File: config.mk
export PLATFORM = sky130hd
export DESIGN_NAME = tdns_rng
export DESIGN_NICKNAME = d
export VERILOG_FILES = /design/src/sv/tdns_pkg.sv /design/src/sv/tdns_rng.sv
export SDC_FILE = /design/constraint.sdc
export NUM_CORES = 1
export LEC_CHECK = 0
export BUFFER_PORTS_ARGS = -buffer_cell sky130_fd_sc_hd__buf_2
export CAP_MARGIN = 20
export CORE_MARGIN = 2
export CORE_UTILIZATION = 35
export CTS_CLUSTER_DIAMETER = 80
export DETAILED_ROUTE_END_ITERATION = 8
export SYNTH_ARGS = -nofsm -noshare
export SYNTH_HDL_FRONTEND = slang
export SYNTH_SLANG_ARGS = --single-unit
File: constraint.sdc
create_clock -name clk -period 3.2 [get_ports clk]
set_input_delay 0.16 -clock clk [delete_from_list [all_inputs] [get_ports clk]]
set_output_delay 0.16 -clock clk [all_outputs]
set_load 0.005 [all_outputs]
File: src/sv/tdns_pkg.sv
// Shared types, constants and helper functions for the TPDF dither / noise shaper.
// No dependencies; used by every design module of the block by scoped names.
package tdns_pkg;

  // Field widths
  localparam int unsigned CHAN_W   = 6;
  localparam int unsigned SAMPLE_W = 32;
  localparam int unsigned DEPTH_W  = 6;
  localparam int unsigned SEED_W   = 64;
  localparam int unsigned HIST_W   = 40;
  // Internal word: Q1.31 plus 16 extra fraction bits, with headroom
  localparam int unsigned FRAC_EXT = 16;
  localparam int unsigned ACC_W    = 52;
  // 3*e1 - e2 and its half
  localparam int unsigned FB_W     = HIST_W + 3;
  localparam int unsigned DSUM_W   = 17;
  localparam int unsigned SHIFT_W  = 5;

  // Word-length limits and reset values
  localparam logic [DEPTH_W-1:0] DEPTH_MIN   = 6'd16;
  localparam logic [DEPTH_W-1:0] DEPTH_MAX   = 6'd32;
  localparam logic [DEPTH_W-1:0] DEPTH_RESET = 6'd24;
  localparam logic [DEPTH_W-1:0] STEP_BASE   = 6'd48;
  localparam logic [SEED_W-1:0]  SEED_RESET  = 64'd1;

  // xorshift64* multiplier, split in halves
  localparam logic [63:0] MUL_STAR = 64'h2545_F491_4F6C_DD1D;
  localparam logic [31:0] MUL_LO   = MUL_STAR[31:0];
  localparam logic [31:0] MUL_HI   = MUL_STAR[63:32];

  // Internal-unit constants
  localparam logic signed [ACC_W-1:0] ACC_ONE  = 52'sd1;
  localparam logic signed [ACC_W-1:0] FULL_POS = 52'sh0_8000_0000_0000;
  localparam logic signed [ACC_W-1:0] FULL_NEG = -FULL_POS;
  localparam logic signed [ACC_W-1:0] HIST_MAX = (ACC_ONE <<< (HIST_W - 1)) - ACC_ONE;
  localparam logic signed [ACC_W-1:0] HIST_MIN = -(ACC_ONE <<< (HIST_W - 1));

  // Configuration register indexes
  typedef enum logic [1:0] {
    CFG_BIT_DEPTH = 2'd0,
    CFG_SHAPING   = 2'd1,
    CFG_RNG_SEED  = 2'd2
  } cfg_index_t;

  // History memory ports
  typedef struct packed {
    logic              en;
    logic [CHAN_W-1:0] chan;
  } hist_rd_t;

  typedef struct packed {
    logic              en;
    logic [CHAN_W-1:0] chan;
    logic [HIST_W-1:0] e1;
    logic [HIST_W-1:0] e2;
  } hist_wr_t;

  typedef struct packed {
    logic [HIST_W-1:0] e1;
    logic [HIST_W-1:0] e2;
  } hist_pair_t;

  // One xorshift64 step
  function automatic logic [63:0] xorshift(input logic [63:0] x);
    logic [63:0] y;
    y = x ^ (x >> 12);
    y = y ^ (y << 25);
    y = y ^ (y >> 27);
    return y;
  endfunction

  // Word length limited to 16..32
  function automatic logic [DEPTH_W-1:0] clamp_depth(input logic [DEPTH_W-1:0] d);
    logic [DEPTH_W-1:0] r;
    r = d;
    if (d < DEPTH_MIN) r = DEPTH_MIN;
    if (d > DEPTH_MAX) r = DEPTH_MAX;
    return r;
  endfunction

endpackage

File: src/sv/tdns_rng.sv
// xorshift64 state register; gives the two states of one item's draw pair.
// Depends on tdns_pkg.
module tdns_rng (
  input  logic        clk,
  input  logic        rst,
  input  logic        seed_load,
  input  logic [63:0] seed,
  input  logic        step,
  output logic [63:0] draw_a,
  output logic [63:0] draw_b
);

  logic [63:0] rng_word;

  // Two chained steps per item
  assign draw_a = tdns_pkg::xorshift(rng_word);
  assign draw_b = tdns_pkg::xorshift(draw_a);

  always_ff @(posedge clk) begin
    if (rst) begin
      rng_word <= tdns_pkg::SEED_RESET;
    end else if (seed_load) begin
      rng_word <= seed;
    end else if (step) begin
      rng_word <= draw_b;
    end
  end

endmodule

==> results.py <==
metrics = {
    "timing": {
        "report.final.slew_viol_count": 0,
        "max_slew_margin_pct": 30.4,
        "clock_skew_ns": 0.00545,
        "min_period_over_period_pct": 96.0,
        "setup_slack_ns": 0.129,
        "finalSetupViolations": 0,
        "whs_ns": 0.0504,
        "hold_violations": 0,
        "tns_ns": 0,
        "tightest_slew_ns": 1.04,
        "max_freq_ghz": 0.326,
        "rsz0062_at_grt": "false",
        "period_needed_ns": 3.07,
    },
    "floorplan": {
        "std_cell_rows": 49,
        "start_util_pct": 35.5,
        "die_w_um": 138,
        "core_area_um2": 17800,
        "dieHeight_um": 138,
        "fp.dieArea_um2": 19200,
        "ios": 196,
    },
    "critical_path": {
        "crit_top_cell": "xnor2_1",
        "ff2ff_path_depth": 6,
        "rr_startpoint": "rng_word[57]",
        "r2r_end": "rng_word[6]",
        "crit_family": "XOR/XNOR gates",
        "cp-start-kind": "register",
        "rrSetupSlack_ns": 0.40,
        "crit_arrival_ns": 2.91,
        "endpoint_kind": "output pin",
        "cp_max_fo": 5,
        "crit_required_ns": 3.04,
        "critical_path_class": "reg -> out",
        "slowest_delay_ns": 0.54,
        "slowest_stage": "xor3_1",
        "cp_cell_sequence": "xor3_1 > xnor2_1 > xnor2_1 > xnor3_1 > buf_2",
        "worst-path-buf-inv": 1,
    },
    "finish": {
        "final_layout_size_suffix_gt1_share_pct": 28.6,
        "largest_register": "rng_word",
        "largest_reg_flops": 64,
        "instances_no_fill": 1074,
        "fill_cells": 1825,
        "multi_input_area_um2": 4690,
        "top_regs": "rng_word x64",
        "area_growth_pct": 22.1,
        "fin_nets": 909,
        "diodes": 0,
        "ff_latch_area_um2": 1280,
    },
    "clock_network": {
        "cts.sinks": 64,
        "root_buffer": "clkbuf_16",
        "clkLatencyLatePin_ns": 0.35,
        "cts_hold_buf": 0,
        "cts_resized": 0,
        "cts_made_buffers": 9,
        "cts_setup_buffers": 0,
        "htreeDepth": 3,
        "tritoncts": "done",
        "clkSlewWorstSetupHoldPaths_ns": 0.06,
        "clock_path_buffers": 2,
    },
    "placement": {
        "dp_slack_ns": 0.421,
        "io_buffer_count": 195,
        "dp_hpwl_mm": 16.4,
        "dp_cells": 1059,
        "gp_congestion": 0.867,
    },
    "synth": {
        "yosysTopAreaCell": "xnor2_1",
        "ys_types": 35,
        "yosysTopAreaCellShare_pct": 22.8,
        "synthCells": 688,
        "async_flop_share_pct": 0,
        "ys.flop_type": "dfxtp_1",
        "synth.area.top_cells": "xnor2_1, dfxtp_1, xnor3_1",
        "synth_edf_count": 0,
        "synth_nets": 756,
        "synth_seq_area_share_pct": 20.2,
        "ys_seq_elements": 64,
        "ys_warn_count": 0,
        "synthTopCellsByCount": "xnor2_1, nor2_1, dfxtp_1",
        "syn_area_um2": 6330,
        "yosysMostFrequentCell": "xnor2_1",
        "syn-mean-instance-area_um2": 9.20,
    },
    "routing": {
        "drc": 0,
        "ant_nets": 0,
        "vias_per_cell": 4.92,
        "dr.first_iter.drc_count": 349,
        "wl_per_cell_um": 20.0,
        "first_pass_iters": 4,
        "vias": 5283,
        "drt_wl_total_mm": 21.5,
    },
    "hold_path": {
        "hp-start": "seed[41]",
        "hp-class": "in -> reg",
        "whs_endpoint": "rng_word[41]",
        "min_path_cells": 3,
    },
    "global_route": {
        "grt_antenna_before_repair": 0,
        "grt-ovfl-total": 0,
        "grt_usage_pct": 22.0,
        "grt_pass1_vias": 5334,
        "grt_pass1_wl_mm": 32.4,
        "grt_max_degree": 70,
    },
    "job": {
        "max-cap-violations": 0,
    },
    "status": {
        "status": "finished clean",
    },
}
[layer usage]
layer	vias up	GRT usage, %	share of wire (%)
li1	2542	-	-
met1	2492	30.0	44
met2	213	35.2	47
met3	36	4.81	6.8
met4	0	6.44	2.2
met5	-	0	0
[placed cells by master, fill, tap and decap left out, types with 2 or more instances in the layout]
| cell | instances |
|---|---|
| dfxtp_1 | 64 |
| mux2i_1 | 16 |
| inv_1 | 20 |
| xor3_1 | 15 |
| clkinv_2 | 2 |
| a211oi_1 | 40 |
| buf_4 | 14 |
| buf_2 | 195 |
| nor2_1 | 80 |
| xnor3_2 | 3 |
| xnor2_1 | 164 |
| o21ai_0 | 3 |
| o22ai_1 | 2 |
| o211ai_1 | 3 |
| xnor3_1 | 36 |
| clkbuf_8 | 3 |
| o32ai_1 | 4 |
| xnor2_2 | 6 |
| a21oi_1 | 39 |
| or3_1 | 6 |
| clkbuf_16 | 9 |
| or2_2 | 4 |
| nand2_1 | 41 |
| xor2_1 | 61 |
| nor3_1 | 2 |
| xor2_2 | 2 |
[cell families after synthesis]
family / Yosys count / share of synthesized area [%]
AO/OA/AOI/OAI: 96 / 9.84
buffers and inverters: 88 / 5.73
XOR/XNOR: 288 / 53.1
flip-flops: 64 / 20.2
multiplexers: 16 / 2.53
AND/OR/NAND/NOR: 136 / 8.60
[worst max-delay path by stage]
| stage | startpoint | end | cells after the start |
|---|---|---|---|
| finish | rng_word[57] | draw_b[6] | 5 |
| floorplan | rng_word[38] | rng_word[22] | 7 |
| global route | rng_word[60] | draw_b[9] | 6 |
| CTS | rng_word[60] | draw_b[9] | 6 |
| global placement | rng_word[60] | draw_b[9] | 6 |
| detailed placement | rng_word[60] | draw_b[9] | 6 |
[tightest hold or removal path, cell delays in order]
cell and delay (ns):
buf_2 0.07, a21oi_1 0.05, nor2_1 0.07
[per-stage QoR]
stage          cell area, um2  utilization, %
6_report                 7730            43.3
4_1_cts                  7720            43.3
5_1_grt                  7730            43.3
3_3_place_gp             7410            41.6
3_5_place_dp             7410            41.6
2_1_floorplan            6330               -
[cell type report]
class	count	area share (%)
multi-input cells	536	60.7
clock buffers	12	3.45
inverters	21	1.02
well taps	229	3.71
clock inverters	3	0.518
repair buffers	209	14.0
flip-flops and latches	64	16.6
Power is not shown: default switching activity piles up to over one toggle a cycle in this logic, so the estimate is an artifact.
