File: src/sv/tdns_pkg.sv
// Shared types, constants and helper functions for the TPDF dither / noise shaper.
// No dependencies; used by every design module of the block by scoped names.
package tdns_pkg;

  // Field widths
  localparam int unsigned CHAN_W   = 6;
  localparam int unsigned SAMPLE_W = 32;
  localparam int unsigned DEPTH_W  = 6;
  localparam int unsigned SEED_W   = 64;
  localparam int unsigned HIST_W   = 40;
  // Internal word: Q1.31 plus 16 extra fraction bits, with headroom
  localparam int unsigned FRAC_EXT = 16;
  localparam int unsigned ACC_W    = 52;
  // 3*e1 - e2 and its half
  localparam int unsigned FB_W     = HIST_W + 3;
  localparam int unsigned DSUM_W   = 17;
  localparam int unsigned SHIFT_W  = 5;

  // Word-length limits and reset values
  localparam logic [DEPTH_W-1:0] DEPTH_MIN   = 6'd16;
  localparam logic [DEPTH_W-1:0] DEPTH_MAX   = 6'd32;
  localparam logic [DEPTH_W-1:0] DEPTH_RESET = 6'd24;
  localparam logic [DEPTH_W-1:0] STEP_BASE   = 6'd48;
  localparam logic [SEED_W-1:0]  SEED_RESET  = 64'd1;

  // xorshift64* multiplier, split in halves
  localparam logic [63:0] MUL_STAR = 64'h2545_F491_4F6C_DD1D;
  localparam logic [31:0] MUL_LO   = MUL_STAR[31:0];
  localparam logic [31:0] MUL_HI   = MUL_STAR[63:32];

  // Internal-unit constants
  localparam logic signed [ACC_W-1:0] ACC_ONE  = 52'sd1;
  localparam logic signed [ACC_W-1:0] FULL_POS = 52'sh0_8000_0000_0000;
  localparam logic signed [ACC_W-1:0] FULL_NEG = -FULL_POS;
  localparam logic signed [ACC_W-1:0] HIST_MAX = (ACC_ONE <<< (HIST_W - 1)) - ACC_ONE;
  localparam logic signed [ACC_W-1:0] HIST_MIN = -(ACC_ONE <<< (HIST_W - 1));

  // Configuration register indexes
  typedef enum logic [1:0] {
    CFG_BIT_DEPTH = 2'd0,
    CFG_SHAPING   = 2'd1,
    CFG_RNG_SEED  = 2'd2
  } cfg_index_t;

  // History memory ports
  typedef struct packed {
    logic              en;
    logic [CHAN_W-1:0] chan;
  } hist_rd_t;

  typedef struct packed {
    logic              en;
    logic [CHAN_W-1:0] chan;
    logic [HIST_W-1:0] e1;
    logic [HIST_W-1:0] e2;
  } hist_wr_t;

  typedef struct packed {
    logic [HIST_W-1:0] e1;
    logic [HIST_W-1:0] e2;
  } hist_pair_t;

  // One xorshift64 step
  function automatic logic [63:0] xorshift(input logic [63:0] x);
    logic [63:0] y;
    y = x ^ (x >> 12);
    y = y ^ (y << 25);
    y = y ^ (y >> 27);
    return y;
  endfunction

  // Word length limited to 16..32
  function automatic logic [DEPTH_W-1:0] clamp_depth(input logic [DEPTH_W-1:0] d);
    logic [DEPTH_W-1:0] r;
    r = d;
    if (d < DEPTH_MIN) r = DEPTH_MIN;
    if (d > DEPTH_MAX) r = DEPTH_MAX;
    return r;
  endfunction

endpackage

File: src/sv/tdns_draw_mul.sv
// Star multiply of one xorshift state, bits 63:48 of the 64-bit product.
// Two stages: three 32x32 partial products, then their top-half sum.
// Depends on tdns_pkg.
module tdns_draw_mul (
  input  logic               clk,
  input  logic               en_pp,
  input  logic               en_top,
  input  logic [63:0]        state,
  output logic signed [15:0] top
);

  logic [63:0] pp_ll;
  logic [31:0] pp_hl;
  logic [31:0] pp_lh;
  logic [31:0] hi_sum;

  // Partial products; the cross terms only matter mod 2^32
  always_ff @(posedge clk) begin
    if (en_pp) begin
      pp_ll <= state[31:0] * tdns_pkg::MUL_LO;
      pp_hl <= state[63:32] * tdns_pkg::MUL_LO;
      pp_lh <= state[31:0] * tdns_pkg::MUL_HI;
    end
  end

  assign hi_sum = pp_ll[63:32] + pp_hl + pp_lh;

  always_ff @(posedge clk) begin
    if (en_top) begin
      top <= hi_sum[31:16];
    end
  end

endmodule

File: config.mk
export PLATFORM = sky130hd
export DESIGN_NAME = tdns_draw_mul
export DESIGN_NICKNAME = d
export VERILOG_FILES = /design/src/sv/tdns_pkg.sv /design/src/sv/tdns_draw_mul.sv
export SDC_FILE = /design/constraint.sdc
export NUM_CORES = 2
export LEC_CHECK = 0
export BUFFER_PORTS_ARGS = -buffer_cell sky130_fd_sc_hd__buf_4
export CORE_MARGIN = 2
export CORE_UTILIZATION = 65
export DETAILED_ROUTE_END_ITERATION = 7
export PLACE_DENSITY = 0.82
export REMOVE_ABC_BUFFERS = 1
export SYNTH_ARGS = -nofsm -noshare
export SYNTH_HDL_FRONTEND = slang
export SYNTH_SLANG_ARGS = --single-unit
File: constraint.sdc
create_clock -name clk -period 11.1 [get_ports clk]
set_input_delay 1.11 -clock clk [delete_from_list [all_inputs] [get_ports clk]]
set_output_delay 1.11 -clock clk [all_outputs]
set_load 0.05 [all_outputs]
==> results.md <==
* Outcome: finished clean
* Die W at 245 um
* Core Area at 57600 um2
* Slowest cell on crit path: a211oi_1
* Vias per inst at 5.55
* Crit path largest cell delay at 0.87 ns
* Routed wire length at 98.4 mm
* Worst path most repeated cell: fa_1
* CTS tree: done
* TritonCTS Buffers at 9
* Setup tns final at 0 ns
* Post-synthesis cell count at 3535
* Synth area leaders: fa_1 44%, ha_1 24%, inv_1 13%
* Post-cts resize count at 0
* Worst setup EP type: flop
* Slew headroom at 29.7%
* RR Endpoint: top[15]
* Worst path buffer plus inverter count at 5
* CP required at 11.20 ns
* Sequential element share of the synthesized area at 8.83%
* Vias in the first global route at 27.3k
* Post-synthesis cell area at 37700 um2
* Pre-CTS setup slack at 1.94 ns
* Hold Crit Class: reg -> reg
* WP data arrival at 8.97 ns
* Die footprint at 60000 um2
* Starting Density at 65.5%
* Hold_buf cts at 0
* Synth Area per Inst at 10.7 um2
* Adder-Cell Fraction of Synth Area at 68.4%
* DR vias at 24.4k
* Yosys top cell by area: fa_1
* Average wire per standard cell at 22.4 um
* Worst Max-Slew Pin Slew at 1.05 ns
* Worst Setup EP: pp_ll[56]
* Layout net count at 5260
* Hold WS at 0.805 ns
* Final worst-path cycle share at 79.9%
* Final Max Slew Viols at 0
* I/O Pins at 83
* Reg2reg path depth at 14
* Max-cap violations at 0
* Std cell rows at 88
* Post-CTS Setup Bufs at 0
* Multiplexer share of the synthesized area at 0.0265%
* Yosys warns at 0
* Dpl cells at 4384
* Max frequency at 0.113 GHz
* Crit start category: input pin
* Grt total ovfl at 0
* Seq cells post-synth at 111
* Layout cells sized above 1 at 2.94%
* Total iterations of the first detailed-routing run at 5
* Number of port buffers at 82
* Synth Flop Type: edfxtp_1
* Simple logic cell fraction of the synthesized area at 2.67%
* Final Wtd Congestion at 1.04
* First-pass GRT wire length at 156 mm
* Final worst setup slack at 2.23 ns
* Main combinational cell family by area after synthesis: adder cells
* All-layer global routing usage at 35.3%
* Most frequent cell after synthesis: inv_1
* Starting DRT DRC Count at 1717
* Distinct cells, synth at 56
* Fill cell count at 4198
* Clock skew at 0.0123 ns
* CP max FO at 11
* Clock slew at reported path FFs at 0.08 ns
* XOR/XNOR share of the synthesized area at 3.53%
* Setup violators final at 0
* Synth cell count leaders: 1264 x inv_1, 833 x fa_1, 730 x ha_1, 113 x xnor2_1, 111 x edfxtp_1
* # DRC at 0
* Clk_lat worst skew at 0.36 ns
* RSZ-0062 raised after global routing: false
* WP depth at 25
* Root Buffer: clkbuf_16
* Crit Path Category: in -> reg
* Reg2reg setup slack at 6.91 ns
* Initial antenna violation count at 1
* Antenna-violating nets left at 0
* Endpoints failing hold at 0
* Hpwl dp at 88.4 mm
* Largest net degree at the start of global routing at 58
* Crit-path leading delay family: adder cells
* Post-synth EDFFs at 111
* RR Startpoint: pp_ll[40]
* Area delta synth->final at 4.98%
* Fin crit period at 8.87 ns
* CTS H-tree lvls at 3
* Chip height at 245 um
* Post-synth top area share at 44.2%
* Crit path from: state[18]
* Max Buffers Root-to-Sink at 2
* Non-Filler Instances at 4401
* CTS sink cnt at 111
* Asr flop ratio synth at 0%
* Compound-Gate Fraction of Synth Area at 3.99%
-- through the flow --
stage | area [um2] | util [%]
floorplan | 37700 | -
global placement | 39300 | 68.3
detailed placement | 39300 | 68.3
CTS | 39600 | 68.8
global route | 39600 | 68.8
finish | 39600 | 68.8
-- cell type report --
type	count	area (um2)	share of cell area (%)
Antenna cell	1	2.50	0.00632
Clock inverter	6	60.1	0.152
Timing Repair Buffer	84	631	1.59
Sequential cell	111	3330	8.41
Clock buffer	10	229	0.578
Inverter	1264	4740	12.0
Tap cell	765	957	2.42
Multi-Input combinational cell	2160	29700	74.9
-- logic make-up (layout without fill, tap and decap cells) --
group / after synthesis / in the layout
compound gates: 239 / 239
xor+xnor: 152 / 152
fa+ha+maj: 1563 / 1563
buf+inv: 1264 / 1364
flops: 111 / 111
mux: 1 / 1
other cells: 0 / 1
simple gates: 205 / 205
-- metal layers --
metal / vias to the layer above / wire length, um / GRT usage, %
li1: 10800 / - / -
met1: 12400 / 39500 / 47.3
met2: 957 / 46300 / 57.4
met3: 240 / 7060 / 5.26
met4: 0 / 5590 / 16.1
met5: - / 0 / 0
-- worst min-delay path by stage --
stage / from / to / slack, ns / cells after the start
after detailed placement: pp_hl[31] / top[15] / 0.77 / 3
after floorplan: pp_hl[31] / top[15] / 0.73 / 3
after global placement: pp_hl[31] / top[15] / 0.79 / 3
after global routing: pp_hl[31] / top[15] / 0.88 / 3
final: pp_hl[31] / top[15] / 0.80 / 3
after CTS: pp_hl[31] / top[15] / 0.82 / 3
-- worst reg2reg max path: stages (launching register included) --
cell	delay [ns]
edfxtp_1	0.55
fa_1	0.59
ha_1	0.22
o21ai_0	0.24
a21oi_1	0.11
a22oi_1	0.32
a311oi_1	0.16
buf_4	0.19
o2111ai_1	0.38
a21oi_1	0.22
and4_1	0.29
o31a_1	0.31
o21a_1	0.19
nor2_1	0.11
xnor2_1	0.09
-- registers in the layout, summed over array words and instances, names as in the netlist --
| signal | cells |
|---|---|
| pp_hl | 32 |
| pp_lh | 32 |
| pp_ll | 31 |
| top | 16 |
-- placed cells by master, fill, tap and decap left out, types with 14 or more instances in the layout --
cell | Yosys | layout
a21o_1 | 27 | 27
o21a_1 | 16 | 16
inv_1 | 1264 | 1264
nor2_1 | 64 | 64
xor2_1 | 39 | 39
xnor2_1 | 113 | 113
nand2b_1 | 14 | 14
o21ai_0 | 43 | 43
nor3_1 | 19 | 19
buf_4 | 0 | 84
nand2_1 | 43 | 43
fa_1 | 833 | 833
edfxtp_1 | 111 | 111
nand3_1 | 16 | 16
a21oi_1 | 85 | 85
ha_1 | 730 | 730
nor2b_1 | 16 | 16
Power is not shown: default switching activity piles up to over one toggle a cycle in this logic, so the estimate is an artifact.
