`src/sv/tdns_pkg.sv`:
```
// Shared types, constants and helper functions for the TPDF dither / noise shaper.
// No dependencies; used by every design module of the block by scoped names.
package tdns_pkg;

  // Field widths
  localparam int unsigned CHAN_W   = 6;
  localparam int unsigned SAMPLE_W = 32;
  localparam int unsigned DEPTH_W  = 6;
  localparam int unsigned SEED_W   = 64;
  localparam int unsigned HIST_W   = 40;
  // Internal word: Q1.31 plus 16 extra fraction bits, with headroom
  localparam int unsigned FRAC_EXT = 16;
  localparam int unsigned ACC_W    = 52;
  // 3*e1 - e2 and its half
  localparam int unsigned FB_W     = HIST_W + 3;
  localparam int unsigned DSUM_W   = 17;
  localparam int unsigned SHIFT_W  = 5;

  // Word-length limits and reset values
  localparam logic [DEPTH_W-1:0] DEPTH_MIN   = 6'd16;
  localparam logic [DEPTH_W-1:0] DEPTH_MAX   = 6'd32;
  localparam logic [DEPTH_W-1:0] DEPTH_RESET = 6'd24;
  localparam logic [DEPTH_W-1:0] STEP_BASE   = 6'd48;
  localparam logic [SEED_W-1:0]  SEED_RESET  = 64'd1;

  // xorshift64* multiplier, split in halves
  localparam logic [63:0] MUL_STAR = 64'h2545_F491_4F6C_DD1D;
  localparam logic [31:0] MUL_LO   = MUL_STAR[31:0];
  localparam logic [31:0] MUL_HI   = MUL_STAR[63:32];

  // Internal-unit constants
  localparam logic signed [ACC_W-1:0] ACC_ONE  = 52'sd1;
  localparam logic signed [ACC_W-1:0] FULL_POS = 52'sh0_8000_0000_0000;
  localparam logic signed [ACC_W-1:0] FULL_NEG = -FULL_POS;
  localparam logic signed [ACC_W-1:0] HIST_MAX = (ACC_ONE <<< (HIST_W - 1)) - ACC_ONE;
  localparam logic signed [ACC_W-1:0] HIST_MIN = -(ACC_ONE <<< (HIST_W - 1));

  // Configuration register indexes
  typedef enum logic [1:0] {
    CFG_BIT_DEPTH = 2'd0,
    CFG_SHAPING   = 2'd1,
    CFG_RNG_SEED  = 2'd2
  } cfg_index_t;

  // History memory ports
  typedef struct packed {
    logic              en;
    logic [CHAN_W-1:0] chan;
  } hist_rd_t;

  typedef struct packed {
    logic              en;
    logic [CHAN_W-1:0] chan;
    logic [HIST_W-1:0] e1;
    logic [HIST_W-1:0] e2;
  } hist_wr_t;

  typedef struct packed {
    logic [HIST_W-1:0] e1;
    logic [HIST_W-1:0] e2;
  } hist_pair_t;

  // One xorshift64 step
  function automatic logic [63:0] xorshift(input logic [63:0] x);
    logic [63:0] y;
    y = x ^ (x >> 12);
    y = y ^ (y << 25);
    y = y ^ (y >> 27);
    return y;
  endfunction

  // Word length limited to 16..32
  function automatic logic [DEPTH_W-1:0] clamp_depth(input logic [DEPTH_W-1:0] d);
    logic [DEPTH_W-1:0] r;
    r = d;
    if (d < DEPTH_MIN) r = DEPTH_MIN;
    if (d > DEPTH_MAX) r = DEPTH_MAX;
    return r;
  endfunction

endpackage

```
`src/sv/tdns_hist.sv`:
```
// Per-channel error history memory: {e1, e2} pairs, registered read port.
// Valid bit per entry so that reset and configuration clears act at once.
// Depends on tdns_pkg.
module tdns_hist #(
  parameter int unsigned MAX_CHANNELS = 8
) (
  input  logic                 clk,
  input  logic                 rst,
  input  logic                 clr,
  input  tdns_pkg::hist_rd_t   rd,
  output tdns_pkg::hist_pair_t rd_data,
  input  tdns_pkg::hist_wr_t   wr
);

  localparam int unsigned AW = (MAX_CHANNELS > 1) ? $clog2(MAX_CHANNELS) : 1;

  logic [2*tdns_pkg::HIST_W-1:0] mem [MAX_CHANNELS];
  logic [MAX_CHANNELS-1:0]       hv;
  logic [2*tdns_pkg::HIST_W-1:0] rdq;
  logic                          rdv;

  // Storage: write port and registered read port
  always_ff @(posedge clk) begin
    if (wr.en) begin
      mem[wr.chan[AW-1:0]] <= {wr.e1, wr.e2};
    end
    if (rd.en) begin
      rdq <= mem[rd.chan[AW-1:0]];
    end
  end

  // Entry valid bits; an entry never written since a clear reads as zero
  always_ff @(posedge clk) begin
    if (rst || clr) begin
      hv  <= '0;
      rdv <= 1'b0;
    end else begin
      if (wr.en) hv[wr.chan[AW-1:0]] <= 1'b1;
      if (rd.en) rdv <= hv[rd.chan[AW-1:0]];
    end
  end

  assign rd_data = rdv ? tdns_pkg::hist_pair_t'(rdq) : '0;

endmodule

```
`config.mk`:
```
export PLATFORM = sky130hd
export DESIGN_NAME = tdns_hist
export DESIGN_NICKNAME = d
export VERILOG_FILES = /design/src/sv/tdns_pkg.sv /design/src/sv/tdns_hist.sv
export SDC_FILE = /design/constraint.sdc
export NUM_CORES = 1
export LEC_CHECK = 0
export BUFFER_PORTS_ARGS = -buffer_cell sky130_fd_sc_hd__buf_2
export CAP_MARGIN = 20
export CORE_MARGIN = 2
export CORE_UTILIZATION = 50
export CTS_CLUSTER_SIZE = 25
export DETAILED_ROUTE_END_ITERATION = 8
export GPL_ROUTABILITY_DRIVEN = 1
export PLACE_DENSITY = 0.68
export SYNTH_ARGS = -nofsm -noshare
export SYNTH_HDL_FRONTEND = slang
export SYNTH_SLANG_ARGS = --single-unit
export TNS_END_PERCENT = 20
```
`constraint.sdc`:
```
create_clock -name clk -period 9.3 [get_ports clk]
set_input_delay 1.395 -clock clk [delete_from_list [all_inputs] [get_ports clk]]
set_output_delay 1.395 -clock clk [all_outputs]
set_load 0.005 [all_outputs]
```
==> flow_metrics.py, run 1 <==
metrics = {
    "outcome": {
        "status": "complete, no violations",
    },
    "clock_network": {
        "post_cts_buffers": 0,
        "cts_hold_buf": 0,
        "numCtsBuffers": 74,
        "cts.htree.levels": 3,
        "clock_sinks": 729,
        "clk_latency_ns": 0.60,
        "tritoncts": "yes",
        "post_cts_resize_count": 0,
        "path_clk_slew_ns": 0.06,
        "cts_buffer_depth": 3,
        "clockRootBuffer": "clkbuf_16",
    },
    "sta": {
        "fin_skew_ns": 0.01543,
        "setup_slack_ns": 5.482,
        "fin_crit_sh_pct": 41.05,
        "rsz0062_at_grt": "no",
        "finalSetupTns_ns": 0,
        "max_clock_freq_mhz": 261.9,
        "setup_violations": 0,
        "period_minus_slack_ns": 3.818,
        "hold_viol_final": 0,
        "maxSlewHeadroom_pct": 22.91,
        "worstMarginPinSlew_ns": 1.156,
        "maxSlewViolCount": 0,
    },
    "global_routing": {
        "grt_use_met2_pct": 30.24,
        "grt_pass1_wl_um": 79090,
        "grt_use_total_pct": 19.20,
        "met1_usage_pct": 27.55,
        "grt_start_max_net_pins": 99,
        "antenna_found_initial": 12,
        "grt_pass1_vias": 12680,
        "busiest_layer": "met2",
        "grtUsageMet3_pct": 4.373,
        "grt_overflow_total": 0,
    },
    "synth": {
        "synthCells": 1132,
        "avgSynthCellArea_um2": 24.15,
        "synth_top_area_share_pct": 79.10,
        "yosysSeqAreaShare_pct": 79.76,
        "synthDominantAreaCellType": "edfxtp_1",
        "synth_seq_cells": 729,
        "yosys-top-cells-area": "edfxtp_1 (79%), mux4_2 (13%), mux2_2 (3.3%), and2_1 (1.8%), dfxtp_1 (0.66%)",
        "synth_fp_nets": 1229,
        "yosysWarnings": 0,
        "yosysUniqueCellTypes": 19,
        "netlist_area_um2": 27330,
    },
    "min_path": {
        "hold_depth": 1,
        "min_to": "hv[4]",
        "hold_start": "hv[4]",
        "worst_hold_path_type": "reg -> reg",
    },
    "place": {
        "io_buffers": 170,
        "gp_routability_congestion": 0.6640,
        "dp_slack_ns": 5.106,
        "place_area_um2": 28970,
        "dpl.hpwl_um": 26140,
    },
    "critical_path": {
        "cp_max_fo": 44,
        "cp.arrival_ns": 2.42,
        "r2r_setup_slack_ns": 7.44,
        "r2r-end": "rdv",
        "rr_worst_depth": 3,
        "worst_setup_path_end_kind": "primary output",
        "worstSetupPathType": "reg -> out",
        "reg2reg_from": "rdv",
        "cp-start-kind": "flip-flop",
        "slowest_stage": "dfxtp_2",
        "cp.required_ns": 7.91,
        "worstPathCellList": "buf_4 -> and2_1 -> buf_2",
        "max_stage_delay_ns": 0.86,
    },
    "power": {
        "p_leak_nw": 10.44,
        "ir_drop_uv": 133.6,
        "power.density_nw_per_um2": 226.5,
        "p_total_mw": 7.130,
    },
    "floorplan": {
        "initial_core_util_pct": 50.69,
        "die_w_um": 237.8,
        "die_y_um": 237.8,
        "dieArea_um2": 56550,
        "rows": 85,
        "num_io_pins": 177,
        "core-area_um2": 53920,
    },
    "flow_run": {
        "drv_cap": 0,
    },
    "route": {
        "drt_iter0_drc": 918,
        "vias": 11990,
        "vias_per_cell": 5.710,
        "wirelength_um": 53210,
        "routedWlPerCell_um": 25.34,
        "ant_nets": 0,
        "drcViolationCount": 0,
        "dr.pass1.iters": 4,
    },
    "final_layout": {
        "multi_input_area_um2": 5255,
        "drive_above_1_share_pct": 38.88,
        "area.sequential_um2": 21800,
        "nFillCells": 3811,
        "area_growth_pct": 15.18,
        "nets": 1442,
        "stdcell_area_um2": 31480,
    },
}
critical path: cells and delay by family (launching register included):
family | cells | cell delay (ns)
AND/OR/NAND/NOR | 1 | 0.25
flip-flops | 1 | 0.86
buffers and inverters | 2 | 0.70
flip-flops by register name, indices dropped and copies added, names as in the netlist:
| register | flops |
|---|---|
| mem | 640 |
| rdq | 80 |
| hv | 8 |
| rdv | 1 |
per-layer routing:
metal  share of wire [%]  routed length, um
met5                0.17                 91
met1                  44              23320
met4                 1.4                757
met3                 6.3               3378
met2                  48              25660
layout make-up:
type / count / area share, %
Antenna cell: 5 / 0.03974
Clock buffer: 89 / 6.331
Clock inverter: 41 / 1.610
Multi-Input combinational cell: 349 / 16.69
Timing Repair Buffer: 191 / 3.311
Sequential cell: 729 / 69.25
Tap cell: 696 / 2.766
synth_stat cells (all sizes together):
master / number
o21a: 8
mux2i: 4
a21oi: 1
nand2: 2
and2: 80
clkbuf: 24
buf: 30
nand2b: 3
dfxtp: 9
nor2: 7
nor3: 2
edfxtp: 720
mux4: 161
o21ai: 1
mux2: 80
power by group:
group / switching (mW) / leakage [nW] / internal (mW)
clock: 1.18 / 1.21 / 1.86
combinational: 0.170 / 2.56 / 0.147
sequential: 0.0286 / 6.67 / 3.75
cell families (layout without fill, tap and decap cells):
group,count (synthesis),count (layout),share of synthesized area (%)
simple gates,94,94,2.060
compound gates,10,10,0.2563
flops,729,729,79.76
buf+inv,54,321,1.218
other cells,0,5,0
mux,245,245,16.71
how the worst max path moves through the flow:
stage,from,to,slack (ns)
global route,rdv,rd_data[55],5.28
detailed placement,rd[1],rdq[19],5.11
CTS,rdv,rd_data[35],5.28
global placement,rd[1],rdq[19],5.12
finish,rdv,rd_data[40],5.48
floorplan,wr[82],mem[0][0],1.63
cell usage in the layout (no fill, tap or decap):
master	count
nor2_1	1
nor3_2	2
mux2i_1	4
o21a_1	8
and2_1	80
o21ai_0	1
edfxtp_1	720
buf_6	1
diode_2	5
dfxtp_1	8
buf_2	166
clkbuf_16	78
mux2_2	80
bufinv_16	12
nor2_4	6
clkinv_1	16
a21oi_1	1
buf_12	1
clkbuf_1	11
clkinv_8	1
nand2_1	2
clkinv_2	8
nand2b_1	3
dfxtp_2	1
clkinvlp_4	4
mux4_2	161
buf_4	22
buf_8	1
stage by stage:
stage	hold slack [ns]	std cells	utilization [%]
after global placement	0.4453	1965	53.73
after floorplan	0.4400	1132	-
after CTS	0.4682	2095	58.36
after global routing	0.4862	2095	58.36
after detailed placement	0.4543	1965	53.73
final	0.4647	2100	58.39
(Power assumes the default switching activity.)
==> run 2: changes to the inputs <==
Settings changed: ABC_AREA set to 1, PLACE_DENSITY 0.68 to 0.7.
Clock period 9.3 ns to 3.39 ns, I/O delays scaled along.
==> flow_metrics.py, run 2 <==
metrics = {
    "min_path": {
        "worst_hold_path_type": "in -> reg",
    },
    "floorplan": {
        "rows": 87,
        "dieArea_um2": 58260,
        "core-area_um2": 56060,
        "die_w_um": 241.4,
        "initial_core_util_pct": 50.26,
        "die_y_um": 241.4,
        "num_io_pins": 177,
    },
    "clock_network": {
        "cts_hold_buf": 0,
        "clk_latency_ns": 0.60,
        "clockRootBuffer": "clkbuf_16",
        "cts.htree.levels": 3,
        "path_clk_slew_ns": 0.06,
        "post_cts_resize_count": 0,
        "post_cts_buffers": 0,
        "clock_sinks": 729,
        "tritoncts": "yes",
        "cts_buffer_depth": 3,
        "numCtsBuffers": 70,
    },
    "global_routing": {
        "antenna_found_initial": 14,
        "grt_overflow_total": 0,
        "grt_pass1_vias": 16630,
        "grt_start_max_net_pins": 211,
        "grt_use_total_pct": 21.78,
        "grt_pass1_wl_um": 95030,
    },
    "route": {
        "highest_layer": "met5",
        "wl_met3_um": 4903,
        "routedWlPerCell_um": 20.59,
        "met1_length_um": 26650,
        "vias_per_cell": 5.596,
        "wirelength_um": 63570,
        "drcViolationCount": 0,
        "ant_nets": 0,
        "drt_iter0_drc": 1554,
        "wl_met2_um": 30540,
        "dr.pass1.iters": 5,
        "vias": 17280,
    },
    "sta": {
        "max_clock_freq_mhz": 408.0,
        "setup_slack_ns": 0.9387,
        "fin_crit_sh_pct": 72.31,
        "rsz0062_at_grt": "no",
        "fin_skew_ns": 0.009048,
        "period_minus_slack_ns": 2.451,
        "maxSlewHeadroom_pct": 31.10,
        "setup_violations": 0,
        "worstMarginPinSlew_ns": 1.034,
        "maxSlewViolCount": 0,
        "finalSetupTns_ns": 0,
        "hold_viol_final": 0,
    },
    "power": {
        "pwr-share-seq_pct": 55.5,
        "ir_drop_uv": 373.8,
        "power.net_switching_mw": 3.982,
        "p_total_mw": 18.66,
        "power.density_nw_per_um2": 585.3,
        "power_frac_clock_pct": 38.9,
        "p_int_mw": 14.68,
        "switching_share_pct": 21.34,
        "p_leak_nw": 11.60,
        "combPwrFrac_pct": 5.6,
    },
    "synth": {
        "yosysWarnings": 0,
        "netlist_area_um2": 28170,
        "synth_edf_count": 720,
        "avgSynthCellArea_um2": 13.24,
        "yosysUniqueCellTypes": 20,
        "synthCells": 2128,
        "synth-async-reset-ratio_pct": 0,
        "synth_fp_nets": 2225,
        "ys.flop_type": "edfxtp_1",
        "yosysSeqAreaShare_pct": 77.38,
        "yosysMostFrequentCell": "edfxtp_1",
        "yosys-top-cells-area": "edfxtp_1 (77%), o21ai_0 (5.0%), nor2_1 (4.6%), nand2_1 (4.4%), o22ai_1 (3.6%)",
        "synth_top_area_share_pct": 76.74,
        "synth_seq_cells": 729,
        "synth_commonest_cells": "edfxtp_1 (720), nor2_1 (349), nand2_1 (331)",
        "synthDominantAreaCellType": "edfxtp_1",
    },
    "critical_path": {
        "cp-start-kind": "flip-flop",
        "cp.arrival_ns": 1.94,
        "max_stage_delay_ns": 0.60,
        "critPathBufInv": 3,
        "worstPathCellList": "buf_4 -> nand2_1 -> inv_1 -> buf_2",
        "cp.required_ns": 2.88,
        "worst_setup_path_end_kind": "primary output",
        "worstSetupPathType": "reg -> out",
        "critPathTopFamily": "flip-flops",
        "slowest_stage": "dfxtp_4",
        "cp_max_fo": 22,
    },
    "place": {
        "dp_slack_ns": 1.016,
        "io_buffers": 170,
        "dpl.hpwl_um": 30950,
        "gp_routability_congestion": 0.7089,
        "place_area_um2": 29740,
    },
    "final_layout": {
        "largest_register_ffs": 640,
        "utilization_pct": 56.87,
        "layout_common_cells": "edfxtp_1 (720), nor2_1 (341), nand2_1 (331)",
        "drive_above_1_share_pct": 13.33,
        "nFillCells": 4383,
        "layout.cells.most_common": "edfxtp_1",
        "area_growth_pct": 13.16,
        "stdcell_area_um2": 31880,
        "nets": 2369,
    },
    "flow_run": {
        "drv_cap": 0,
    },
    "outcome": {
        "status": "complete, no violations",
    },
}
## run 2: area by class of cell
cell class	count	area [um2]	area share [%]
Sequential cell	729	21800	68.39
Timing Repair Buffer	204	1351	4.238
Tap cell	756	945.9	2.967
Multi-Input combinational cell	1168	5255	16.48
Antenna cell	6	15.01	0.04709
Clock inverter	36	240.2	0.7535
Clock buffer	89	1887	5.918
Inverter	99	382.9	1.201
## run 2: metrics by stage
stage,instances,hold slack (ns)
2_1_floorplan,2128,0.4403
3_3_place_gp,2956,0.4483
3_5_place_dp,2956,0.4634
4_1_cts,3081,0.1331
5_1_grt,3086,0.1647
6_report,3087,0.1714
## run 2: routing by layer
layer | GRT usage, % | vias up
met1 | 30.22 | 8576
li1 | - | 7925
met5 | 0 | -
met3 | 4.182 | 109
met2 | 34.61 | 649
met4 | 7.894 | 16
## run 2: cells by family after synthesis
family                 synth area share (%)
DFF                                   77.38
AOI/OAI and AO/OA                     9.273
and+or+nand+nor                       9.166
buffers and inverters                 4.179
## run 2: final timing paths
kind | startpoint | endpoint | slack (ns) | depth (start not counted)
max reg2reg | rdv | rdv | 2.15 | 3
min | wr[21] | mem[3][21] | 0.17 | 1
min reg2reg | hv[5] | hv[5] | 0.47 | 2
max | rdv | rd_data[50] | 0.94 | 4
## run 2: power groups by stage
stage | sequential [mW] | combinational (mW) | clock (mW)
global placement | 10.5 | 0.997 | 0
global route | 10.4 | 1.16 | 7.73
finish | 10.4 | 1.04 | 7.26
CTS | 10.4 | 1.04 | 7.39
detailed placement | 10.5 | 1.04 | 0
floorplan | 10.5 | 0.628 | 0
## run 2: worst register-to-register path: stages (launching register included)
cell and delay, ns:
dfxtp_4 0.60, buf_12 0.29, o21ai_0 0.13, a21oi_1 0.14
==> run 3: changes to the inputs <==
Settings changed: PLACE_DENSITY 0.7 to 0.68.
Clock period 3.39 ns to 2.56 ns, I/O delays scaled along.
==> flow_metrics.py, run 3 (synthesis gave the netlist of run 2 again) <==
metrics = {
    "outcome": {
        "status": "complete, no violations",
    },
    "floorplan": {
        "num_io_pins": 177,
        "die_y_um": 241.4,
        "rows": 87,
        "dieArea_um2": 58260,
        "die_w_um": 241.4,
        "initial_core_util_pct": 50.26,
        "core-area_um2": 56060,
    },
    "power": {
        "p_leak_nw": 11.78,
        "ir_drop_uv": 458.5,
        "power.density_nw_per_um2": 780.8,
    },
    "clock_network": {
        "clock_sinks": 729,
        "clk_latency_ns": 0.59,
        "tritoncts": "yes",
        "cts_buffer_depth": 3,
        "post_cts_resize_count": 0,
        "path_clk_slew_ns": 0.06,
        "clockRootBuffer": "clkbuf_16",
        "cts_hold_buf": 0,
        "post_cts_buffers": 0,
        "cts.htree.levels": 3,
        "numCtsBuffers": 71,
    },
    "critical_path": {
        "slowest_stage": "dfxtp_4",
        "worstPathCellList": "buf_12 -> nand2_1 -> inv_1 -> buf_2",
        "critPathBufInv": 3,
        "worst_setup_path_end_kind": "primary output",
        "cp_max_fo": 57,
        "cp.required_ns": 2.18,
        "max_stage_delay_ns": 0.36,
        "worst-path-stages": 4,
        "worstSetupPathType": "reg -> out",
        "cp.arrival_ns": 1.74,
        "critPathTopFamily": "buffers and inverters",
        "rr_worst_depth": 4,
        "cp-start-kind": "flip-flop",
    },
    "sta": {
        "period_minus_slack_ns": 2.126,
        "worst_hold_slack_ns": 0.04435,
        "hold_viol_final": 0,
        "maxSlewHeadroom_pct": 53.24,
        "maxSlewViolCount": 0,
        "worstMarginPinSlew_ns": 0.6997,
        "fin_skew_ns": 0.008920,
        "fin_crit_sh_pct": 83.04,
        "rsz0062_at_grt": "no",
        "max_clock_freq_mhz": 470.4,
        "setup_violations": 0,
    },
    "global_routing": {
        "grt_use_total_pct": 21.75,
        "grt_start_max_net_pins": 134,
        "grt_overflow_total": 0,
        "grt_pass1_wl_um": 95240,
        "grt_pass1_vias": 16910,
        "antenna_found_initial": 13,
    },
    "final_layout": {
        "drive_above_1_share_pct": 13.79,
        "stdcell_area_um2": 32300,
        "nets": 2383,
        "nFillCells": 4341,
        "largest_register_ffs": 640,
        "area.sequential_um2": 21800,
        "area_growth_pct": 14.63,
        "layout_common_cells": "edfxtp_1 (720), nor2_1 (341), nand2_1 (331)",
        "layout.cells.most_common": "edfxtp_1",
        "layoutNonFillerInstCount": 3109,
        "multi_input_area_um2": 5255,
    },
    "route": {
        "dr.pass1.iters": 7,
        "wirelength_um": 63090,
        "vias_per_cell": 5.540,
        "met1_length_um": 27030,
        "wl_met3_um": 4426,
        "wl_met2_um": 30340,
        "highest_layer": "met5",
        "vias": 17230,
        "drt_iter0_drc": 1645,
        "ant_nets": 0,
        "routedWlPerCell_um": 20.29,
        "drcViolationCount": 0,
    },
    "place": {
        "dp_cells": 2969,
        "dpl.hpwl_um": 31720,
        "place_area_um2": 30020,
        "io_buffers": 170,
        "gp_routability_congestion": 0.7339,
    },
    "flow_run": {
        "drv_cap": 0,
    },
    "min_path": {
        "hold_depth": 1,
        "worst_hold_path_type": "in -> reg",
    },
}
## run 3: layout make-up
cell class / count / share of cell area, %
diodes: 10 / 0.07748
clock inverters: 39 / 0.9685
multi-input cells: 1168 / 16.27
clock buffers: 91 / 5.997
well taps: 756 / 2.929
flip-flops and latches: 729 / 67.52
repair buffers: 217 / 5.056
inverters: 99 / 1.185
## run 3: path summary, 6_finish.rpt
path	from	to	slack [ns]
setup / recovery	rdv	rd_data[23]	0.43
hold / removal	wr[16]	mem[4][16]	0.04
setup reg to reg	mem[5][41]	rdq[41]	1.49
hold reg to reg	hv[6]	hv[6]	0.47
## run 3: stage by stage
stage               utilization (%)  power [mW]  worst slack, ns  TNS, ns
floorplan                         -       14.78          -0.5483  -339.96
global placement              53.55       15.31           0.6139        0
detailed placement            53.55       15.38           0.5663        0
CTS                           57.57       25.37           0.4272        0
global route                  57.58       26.01           0.3574        0
finish                        57.61       25.22           0.4343        0
## run 3: where the power goes
group	internal, mW	total [mW]	switching (mW)
Clock	5.86	10.1	4.23
Sequential	13.6	13.7	0.103
Combinational	0.432	1.42	0.987
Total	19.9	25.2	5.32
## run 3: per-layer routing
metal	vias up	global-route usage, %
met5	-	0
met4	12	7.501
met3	93	4.091
met2	589	35.33
met1	8573	29.72
li1	7958	-
